File: src/rtl/core/scg3d_pkg.sv
`default_nettype none
package scg3d_pkg;

	localparam int FORCE_WIDTH = 24;
	localparam int WEIGHT_FRAC = 16;
	localparam int WMAG_W      = WEIGHT_FRAC + 1;
	localparam int WT_W        = WMAG_W + 1;
	localparam int PADDR_W     = 4;
	localparam int PDATA_W     = 32;

	localparam logic [PADDR_W-1:0] REG_GRID_X = 4'h0;
	localparam logic [PADDR_W-1:0] REG_GRID_Y = 4'h4;
	localparam logic [PADDR_W-1:0] REG_GRID_Z = 4'h8;
	localparam logic [PADDR_W-1:0] REG_WINDOW = 4'hC;

	localparam logic [6:0] GRID_X_RST = 7'd64;
	localparam logic [6:0] GRID_Y_RST = 7'd64;
	localparam logic [6:0] GRID_Z_RST = 7'd40;
	localparam logic [2:0] WINDOW_RST = 3'd2;

	typedef struct packed {
		logic signed [FORCE_WIDTH-1:0] force_x;
		logic signed [FORCE_WIDTH-1:0] force_y;
		logic signed [FORCE_WIDTH-1:0] force_z;
		logic                          first_site;
	} force_word_t;

	typedef struct packed {
		logic signed [FORCE_WIDTH-1:0] stress_xx;
		logic signed [FORCE_WIDTH-1:0] stress_xy;
		logic signed [FORCE_WIDTH-1:0] stress_xz;
		logic signed [FORCE_WIDTH-1:0] stress_yy;
		logic signed [FORCE_WIDTH-1:0] stress_yz;
		logic signed [FORCE_WIDTH-1:0] stress_zz;
		logic                          last_cell;
	} stress_word_t;

	typedef struct packed {
		logic wr;
		logic acc_clr;
		logic rd;
		logic div_load;
		logic div_init;
		logic div_step;
		logic out_load;
		logic last_cell;
	} cmd_t;

	typedef struct packed {
		logic pipe_busy;
		logic out_full;
	} status_t;

	// |p| * 2^16 / |(p,q,r)|, rounded half away from zero; elaboration only
	function automatic int unit_weight(int p, int q, int r);
		longint unsigned s;
		longint unsigned ap;
		longint unsigned t;
		longint unsigned lo;
		longint unsigned hi;
		longint unsigned mid;
		s  = longint'(p * p + q * q + r * r);
		ap = longint'(p < 0 ? -p : p);
		lo = 0;
		hi = 64'd1 << WEIGHT_FRAC;
		if (s == 0 || ap == 0) begin
			return 0;
		end
		t = (ap * ap) << (2 * WEIGHT_FRAC);
		while (lo < hi) begin
			mid = (lo + hi + 1) / 2;
			if (mid * mid * s <= t) begin
				lo = mid;
			end else begin
				hi = mid - 1;
			end
		end
		if ((2 * lo + 1) * (2 * lo + 1) * s <= (t << 2)) begin
			lo = lo + 1;
		end
		return int'(lo);
	endfunction

endpackage
`default_nettype wire

File: src/rtl/core/scg3d_ctrl.sv
`default_nettype none
module scg3d_ctrl #(
	parameter int MAX_SIDE_X = 64,
	parameter int MAX_SIDE_Y = 64,
	parameter int MAX_SIDE_Z = 64,
	parameter int MAX_WINDOW = 4
) (
	input  logic                                     clk,
	input  logic                                     arst_n,
	input  logic                                     force_valid,
	output logic                                     force_ready,
	input  logic                                     first_site,
	input  logic                                     stress_ready,
	input  logic [$clog2(MAX_SIDE_X+1)-1:0]          gx,
	input  logic [$clog2(MAX_SIDE_Y+1)-1:0]          gy,
	input  logic [$clog2(MAX_SIDE_Z+1)-1:0]          gz,
	input  logic [$clog2(MAX_WINDOW+1)-1:0]          n,
	input  scg3d_pkg::status_t                       st,
	output scg3d_pkg::cmd_t                          cmd,
	output logic [$clog2(MAX_SIDE_X)-1:0]            wr_x,
	output logic [$clog2(MAX_SIDE_Y)-1:0]            wr_y,
	output logic [$clog2(MAX_WINDOW)-1:0]            wr_zr,
	output logic [$clog2(MAX_SIDE_X)-1:0]            rd_x,
	output logic [$clog2(MAX_SIDE_Y)-1:0]            rd_y,
	output logic [$clog2(MAX_WINDOW)-1:0]            rd_zr,
	output logic signed [$clog2(MAX_WINDOW):0]       off_a,
	output logic signed [$clog2(MAX_WINDOW):0]       off_b,
	output logic signed [$clog2(MAX_WINDOW):0]       off_c
);
	import scg3d_pkg::*;

	localparam int XW  = $clog2(MAX_SIDE_X);
	localparam int YW  = $clog2(MAX_SIDE_Y);
	localparam int ZW  = $clog2(MAX_SIDE_Z);
	localparam int ZRW = $clog2(MAX_WINDOW);
	localparam int OFW = ZRW + 1;
	localparam int SW  = $clog2(FORCE_WIDTH);

	typedef enum logic [2:0] {
		ST_IDLE,
		ST_READ,
		ST_DRAIN,
		ST_LOAD,
		ST_INIT,
		ST_DIV,
		ST_OUT
	} state_t;

	state_t         state_q;
	logic [XW-1:0]  pos_x_q;
	logic [YW-1:0]  pos_y_q;
	logic [ZW-1:0]  pos_z_q;
	logic [ZRW-1:0] pos_zr_q;
	logic [XW-1:0]  x0_q;
	logic [YW-1:0]  y0_q;
	logic [ZRW-1:0] zr_rd_q;
	logic [ZRW-1:0] dx_q;
	logic [ZRW-1:0] dy_q;
	logic [ZRW-1:0] dz_q;
	logic           last_q;
	logic [SW-1:0]  step_q;

	logic [XW-1:0]  px_raw, px, nxt_x, win_x0;
	logic [YW-1:0]  py_raw, py, nxt_y, win_y0;
	logic [ZW-1:0]  pz_raw, pz, nxt_z;
	logic [ZRW-1:0] pzr, nxt_zr, win_zr0, nm1;
	logic           need, last, y_wrap, x_wrap, z_wrap, accept;

	always_comb begin
		nm1    = ZRW'(n - 1'b1);
		px_raw = first_site ? '0 : pos_x_q;
		py_raw = first_site ? '0 : pos_y_q;
		pz_raw = first_site ? '0 : pos_z_q;
		px     = (int'(px_raw) >= int'(gx)) ? '0 : px_raw;
		py     = (int'(py_raw) >= int'(gy)) ? '0 : py_raw;
		pz     = (int'(pz_raw) >= int'(gz)) ? '0 : pz_raw;
		pzr    = (first_site || int'(pos_z_q) >= int'(gz)) ? '0 : pos_zr_q;
		need   = int'(px) >= int'(nm1) && int'(py) >= int'(nm1) && int'(pz) >= int'(nm1);
		last   = int'(px) == int'(gx) - 1 && int'(py) == int'(gy) - 1
			&& int'(pz) == int'(gz) - 1;
		win_x0 = XW'(int'(px) - int'(nm1));
		win_y0 = YW'(int'(py) - int'(nm1));
		if (int'(pzr) < int'(nm1)) begin
			win_zr0 = ZRW'(int'(pzr) + MAX_WINDOW - int'(nm1));
		end else begin
			win_zr0 = ZRW'(int'(pzr) - int'(nm1));
		end
		y_wrap = int'(py) + 1 >= int'(gy);
		x_wrap = int'(px) + 1 >= int'(gx);
		z_wrap = int'(pz) + 1 >= int'(gz);
		nxt_y  = y_wrap ? '0 : py + 1'b1;
		nxt_x  = y_wrap ? (x_wrap ? '0 : px + 1'b1) : px;
		nxt_z  = (y_wrap && x_wrap) ? (z_wrap ? '0 : pz + 1'b1) : pz;
		if (y_wrap && x_wrap) begin
			if (z_wrap || int'(pzr) + 1 >= MAX_WINDOW) begin
				nxt_zr = '0;
			end else begin
				nxt_zr = pzr + 1'b1;
			end
		end else begin
			nxt_zr = pzr;
		end
	end

	assign force_ready = (state_q == ST_IDLE);
	assign accept      = force_valid && force_ready;

	always_comb begin
		cmd           = '0;
		cmd.wr        = accept;
		cmd.acc_clr   = accept && need;
		cmd.rd        = (state_q == ST_READ);
		cmd.div_load  = (state_q == ST_LOAD);
		cmd.div_init  = (state_q == ST_INIT);
		cmd.div_step  = (state_q == ST_DIV);
		cmd.out_load  = (state_q == ST_OUT) && (!st.out_full || stress_ready);
		cmd.last_cell = last_q;
	end

	assign wr_x  = px;
	assign wr_y  = py;
	assign wr_zr = pzr;
	assign rd_x  = x0_q + XW'(dx_q);
	assign rd_y  = y0_q + YW'(dy_q);
	assign rd_zr = zr_rd_q;
	assign off_a = OFW'(int'(nm1) - 2 * int'(dx_q));
	assign off_b = OFW'(int'(nm1) - 2 * int'(dy_q));
	assign off_c = OFW'(int'(nm1) - 2 * int'(dz_q));

	always_ff @(posedge clk or negedge arst_n) begin
		if (!arst_n) begin
			state_q  <= ST_IDLE;
			pos_x_q  <= '0;
			pos_y_q  <= '0;
			pos_z_q  <= '0;
			pos_zr_q <= '0;
			x0_q     <= '0;
			y0_q     <= '0;
			zr_rd_q  <= '0;
			dx_q     <= '0;
			dy_q     <= '0;
			dz_q     <= '0;
			last_q   <= 1'b0;
			step_q   <= '0;
		end else begin
			unique case (state_q)
				ST_IDLE: begin
					if (accept) begin
						pos_x_q  <= nxt_x;
						pos_y_q  <= nxt_y;
						pos_z_q  <= nxt_z;
						pos_zr_q <= nxt_zr;
						x0_q     <= win_x0;
						y0_q     <= win_y0;
						zr_rd_q  <= win_zr0;
						last_q   <= last;
						dx_q     <= '0;
						dy_q     <= '0;
						dz_q     <= '0;
						if (need) begin
							state_q <= ST_READ;
						end
					end
				end
				ST_READ: begin
					if (dy_q == nm1) begin
						dy_q <= '0;
						if (dx_q == nm1) begin
							dx_q <= '0;
							dz_q <= dz_q + 1'b1;
							zr_rd_q <= (int'(zr_rd_q) + 1 >= MAX_WINDOW) ? '0 : zr_rd_q + 1'b1;
							if (dz_q == nm1) begin
								state_q <= ST_DRAIN;
							end
						end else begin
							dx_q <= dx_q + 1'b1;
						end
					end else begin
						dy_q <= dy_q + 1'b1;
					end
				end
				ST_DRAIN: begin
					if (!st.pipe_busy) begin
						state_q <= ST_LOAD;
					end
				end
				ST_LOAD: begin
					state_q <= ST_INIT;
				end
				ST_INIT: begin
					step_q  <= '0;
					state_q <= ST_DIV;
				end
				ST_DIV: begin
					step_q <= step_q + 1'b1;
					if (int'(step_q) == FORCE_WIDTH - 1) begin
						state_q <= ST_OUT;
					end
				end
				ST_OUT: begin
					if (!st.out_full || stress_ready) begin
						state_q <= ST_IDLE;
					end
				end
				default: begin
					state_q <= ST_IDLE;
				end
			endcase
		end
	end

	a_load_free: assert property (@(posedge clk) disable iff (!arst_n)
		cmd.out_load |-> (!st.out_full || stress_ready))
		else $error("result loaded over a word not yet taken");

	a_div_after_drain: assert property (@(posedge clk) disable iff (!arst_n)
		cmd.div_load |-> !st.pipe_busy)
		else $error("divide started before accumulation finished");

	a_clr_on_write: assert property (@(posedge clk) disable iff (!arst_n)
		cmd.acc_clr |=> cmd.rd)
		else $error("window read did not follow accumulator clear");

endmodule
`default_nettype wire

File: config.mk
export PLATFORM = sky130hd
export DESIGN_NAME = scg3d_ctrl
export DESIGN_NICKNAME = d
export VERILOG_FILES = /design/src/rtl/core/scg3d_pkg.sv /design/src/rtl/core/scg3d_ctrl.sv
export SDC_FILE = /design/constraint.sdc
export NUM_CORES = 1
export LEC_CHECK = 0
export BUFFER_PORTS_ARGS = -buffer_cell sky130_fd_sc_hd__buf_2
export CORE_AREA = 4 4 102 104
export DETAILED_ROUTE_END_ITERATION = 16
export DIE_AREA = 0 0 106 108
export PLACE_DENSITY_LB_ADDON = 0.05
export SLEW_MARGIN = 30
export SYNTH_ARGS = -nofsm -noshare
export SYNTH_HDL_FRONTEND = slang
export SYNTH_SLANG_ARGS = --single-unit
File: constraint.sdc
create_clock -name clk -period 10.2 [get_ports clk]
set_clock_uncertainty 0.05 [all_clocks]
set_input_delay 2.55 -clock clk [delete_from_list [all_inputs] [get_ports clk]]
set_output_delay 2.55 -clock clk [all_outputs]
set_load 0.1 [all_outputs]
## Yosys cells after proc, flatten, opt, wreduce, memory -nomap -nowiden

Cells that the tools add are included.

- Register bits after elaboration: 49
- Output and inout bits: 46
- Word-level logic and storage cells: 134
- Input bits: 31

- Magnitude comparators: 13
- Reductions and logical operators: 20
- Add/subtract/negate cells: 28
- Muxes and demuxes: 39
- Equal/unequal tests: 21

Operators by type and width:

| cell | count |
|---|---|
| $mux 6 | 11 |
| $ge 6x7->1 | 4 |
| $mux 2 | 14 |
| $eq 7x8->1 | 3 |
| $mux 3 | 8 |
| $sub 7x1->8 const B | 3 |
| $add 6x1->7 const B | 3 |
| $ge 7x7->1 | 3 |
| $pmux 3 s7 | 1 |
| $add 6x1->6 const B | 3 |
| $ge 6x2->1 | 3 |
| $pmux 2 s2 | 4 |
| $ne 2x1->1 const B | 7 |
| $add 2x1->2 const B | 6 |
| $add 6x2->6 | 2 |
| $sub 6x2->6 | 2 |
| $pmux 5 s2 | 1 |
| $eq 3x3->1 const B | 3 |
| $sub 2x3->3 | 3 |
| $logic_and 1x1->1 | 8 |
| $reduce_and 8->1 | 1 |
| $add 2x1->3 const B | 2 |
| $eq 2x2->1 | 3 |
| $eq 3x2->1 const B | 2 |
| other kinds (15) | 21 |

## Logic depth before layout (Yosys ltp)

- Word-level depth: 9
- Gate-level depth with buffers: 21
- Gate-level depth less buffers: 20

## Worst setup path before layout

OpenSTA, ideal clock, no wires.

- Path kind: input -> output
- Start: input first_site
- End: output cmd[6] (netlist name)
- Path buffers: 1
- Cell stages on the path: 12
- Path slack: 1.251 ns
- Data required time: 7.600 ns
- Arrival: 6.349 ns
- Path through: clkbuf_1 > nand2b_1 > inv_1 > ha_1 > a21oi_1 > o21ai_0 > a211oi_1 > and2_1 > fa_1 > nor2_1 > a311oi_1 > and2_1

RTL lines:

| item | line | RTL |
|---|---|---|
| from (decl) | scg3d_ctrl.sv:12 | `input logic first_site,` |
| to (decl) | scg3d_ctrl.sv:19 | `output scg3d_pkg::cmd_t cmd,` |

==> impl_metrics.json <==
{
  "status": "complete, no violations",
  "cts_sinks": 49,
  "clk_pin_slew_ns": 0.09,
  "crit_path_end_kind": "primary output",
  "use_met3_pct": 2.567,
  "syn_to_final_growth_pct": 10.02,
  "r2r_end": "pos_z_q[3]",
  "drt_first_iter_violations": 320,
  "ys_warn_count": 0,
  "cts-resized-gates": 0,
  "ios": 77,
  "grt_usage_pct": 23.07,
  "die_w_um": 106,
  "drt-wirelength-per-cell_um": 15.01,
  "synth_edf_count": 0,
  "die_y_um": 108,
  "viasPerCell": 5.691,
  "crit_chain": "buf_2, nand2b_1, inv_1, ha_1, a21oi_1, o21ai_0, a211oi_1, nand2_1, ha_1, inv_1, fa_1, nor2_1, a311oi_1, and2_1, buf_2",
  "grtUsageMet1_pct": 32.50,
  "slew_headroom_pct": 40.18,
  "worst_slack_ns": 1.181,
  "worst_slew_pin_slew_ns": 0.8880,
  "timing.setup.tns_ns": 0,
  "dieArea_um2": 11450,
  "crit_cells": 15,
  "grt_pass1_vias": 4593,
  "cts_buffers": 5,
  "ant_nets": 0,
  "fin_util_pct": 60.70,
  "place_hpwl_mm": 10.22,
  "critPathBufInv": 4,
  "final_nets": 818,
  "cts_buffer_depth": 2,
  "hold_path_class": "reg -> reg",
  "path_max_fanout": 27,
  "min_path_cells": 1,
  "use_met2_pct": 38.66,
  "fmax_mhz": 110.9,
  "syn_avg_cell_area_um2": 8.019,
  "fillers": 919,
  "vias": 4837,
  "vdd_drop_max_mv": 0.1881,
  "grt_overflow": 0,
  "drv_slew": 0,
  "grt_busiest_layer": "met2",
  "crit_family": "compound AO/OA/AOI/OAI gates",
  "fin_crit_ns": 9.019,
  "num_antenna_cells": 0,
  "post_cts.repair.setup_buffers": 0,
  "drv_cap": 0,
  "hp-start": "pos_zr_q[1]",
  "ctsHoldBuffers": 0,
  "placementRows": 36,
  "clk_latency_ns": 0.29,
  "port_buffers": 75,
  "cts-root-buf": "clkbuf_8",
  "reg2regPathDepth": 19,
  "start_util_pct": 55.18,
  "grt_max_degree": 50,
  "worstSetupPathType": "in -> out",
  "route.detailed.drc": 0,
  "required_ns": 7.60,
  "h-tree-depth": 2,
  "critical_path.max_stage_delay_ns": 0.73,
  "rsz0062_at_grt": "false",
  "finalCritPeriodShare_pct": 88.42,
  "fin_cells": 850,
  "finalHoldViolCount": 0,
  "timing.rr.start": "pos_x_q[4]",
  "dp.cells": 842,
  "wl_mm": 12.76,
  "ys_async_sr_fraction_pct": 100.0,
  "coreArea_um2": 9549,
  "power_density_nw_per_um2": 244.6,
  "drt_pass1_iterations": 5,
  "start_kind": "input pin",
  "netlist_area_um2": 5269,
  "post-place-ws_ns": 1.155,
  "synth_ff_type": "dfrtp_1",
  "synthCells": 657,
  "drive_gt1_share_pct": 15.06,
  "grt_pass1_wl_mm": 21.89,
  "antenna_found_initial": 0,
  "setup_viol": 0,
  "synth_nets": 759,
  "power_leakage_nw": 3.014,
  "min_to": "pos_zr_q[1]",
  "cp.arrival_ns": 6.42,
  "synth_cell_type_count": 72,
  "cts_tree": "built",
  "r2r_slack_ns": 5.01,
  "critPathSlowestCell": "a211oi_1",
  "yosysSeqAreaShare_pct": 23.27,
  "ys_ff_latch": 49,
  "place.gp.congestion": 0.8745
}
## layer usage
layer	vias up	wire, um	part of all wire, %
met1	2263	6339	50
met3	13	614	4.8
met4	0	176	1.4
li1	2435	-	-
met2	126	5632	44
met5	-	0	0
## cells by family after synthesis
| kind of cell | count (synthesis) | share of synthesized area, % |
|---|---|---|
| compound gates | 160 | 20.35 |
| xor+xnor | 51 | 8.478 |
| fa+ha+maj | 71 | 17.43 |
| buf+inv | 89 | 6.934 |
| flops | 49 | 23.27 |
| mux | 8 | 1.567 |
| simple gates | 229 | 21.97 |
## registers in the layout, summed over array words and instances, names as in the netlist
name / flops
step_q: 5
pos_x_q: 6
last_q: 1
rd_zr: 2
pos_zr_q: 2
pos_z_q: 6
x0_q: 6
pos_y_q: 6
dz_q: 2
y0_q: 6
state_q: 3
dy_q: 2
dx_q: 2
## report_power, final
group | internal, mW | total (mW) | switching [mW]
clock | 0.0477 | 0.109 | 0.0614
sequential | 0.253 | 0.330 | 0.0764
combinational | 0.218 | 0.980 | 0.762
## Yosys cell counts, types with 3 or more instances
cell type / number / area share [%]
nand2_1: 69 / 4.9
ha_1: 67 / 16
inv_1: 56 / 4.0
dfrtp_1: 49 / 23
o21ai_0: 45 / 4.3
a21oi_1: 36 / 3.4
nor2_1: 35 / 2.5
xnor2_1: 30 / 5.0
nand2b_1: 22 / 2.6
nand3_1: 21 / 2.0
xor2_1: 21 / 3.5
nor3_1: 18 / 1.7
clkbuf_1: 17 / 1.2
a21o_1: 13 / 1.9
nor2b_1: 13 / 1.5
and2_1: 11 / 1.3
a22o_1: 10 / 1.7
and3_1: 8 / 0.95
a31oi_1: 7 / 0.83
mux2i_1: 6 / 1.1
nor4_1: 6 / 0.71
o22ai_1: 5 / 0.59
a221oi_1: 4 / 0.66
buf_2: 4 / 0.38
buf_4: 4 / 0.57
fa_1: 4 / 1.5
inv_2: 4 / 0.28
nand3b_1: 4 / 0.57
nand4_1: 4 / 0.47
o21a_1: 4 / 0.57
o31ai_1: 4 / 0.57
or3_1: 4 / 0.47
a211o_1: 3 / 0.50
a211oi_1: 3 / 0.43
## placed cells by master (no fill, tap or decap), drive strengths merged, types with 9 or more instances in the layout
master  Yosys  routed
ha         67      67
a21o       13      13
o21ai      45      45
xor2       21      21
xnor2      30      30
nor2       35      35
buf        10      80
a21oi      36      36
dfrtp      49      49
nand3      21      21
nor3       20      20
and3        9       9
nor2b      14      14
nand2b     22      22
inv        61      61
a22o       10      10
nand2      70      70
and2       12      12
## cell type report
type | instances | area, um2 | share of cell area, %
multi-input combinational | 519 | 3677 | 63.44
sequential | 49 | 1226 | 21.15
timing repair buffer | 80 | 412.9 | 7.123
inverter | 61 | 231.5 | 3.993
tap | 133 | 166.4 | 2.871
clock buffer | 6 | 72.57 | 1.252
clock inverter | 2 | 10.01 | 0.1727
## through the flow
step	hold WS [ns]	instance area, um2	power (mW)
finish	0.4411	5797	1.418
global route	0.4517	5797	1.515
CTS	0.4434	5797	1.426
detailed placement	0.4235	5714	1.313
global placement	0.4233	5714	1.295
floorplan	0.4063	5269	1.150
## how the worst max path moves through the flow
stage	startpoint	to
floorplan	first_site	cmd[6]
global placement	first_site	cmd[6]
detailed placement	first_site	cmd[6]
CTS	first_site	cmd[6]
global route	first_site	cmd[6]
finish	first_site	cmd[6]
## worst register-to-register path: stages (launching register included)
cell and delay, ns:
dfrtp_1 0.44, and2b_1 0.22, ha_1 0.30, a21o_1 0.19
a211oi_2 0.23, a31o_4 0.23, nor2b_2 0.35, nand2_1 0.13
inv_1 0.18, ha_1 0.27, and3_1 0.25, xor2_1 0.09
ha_1 0.28, and3_1 0.17, nand2_1 0.05, o21ai_0 0.69
nand2_1 0.25, nor2_1 0.33, a221oi_1 0.15, a211oi_1 0.24
No activity file was read; power rests on OpenSTA's default activity.
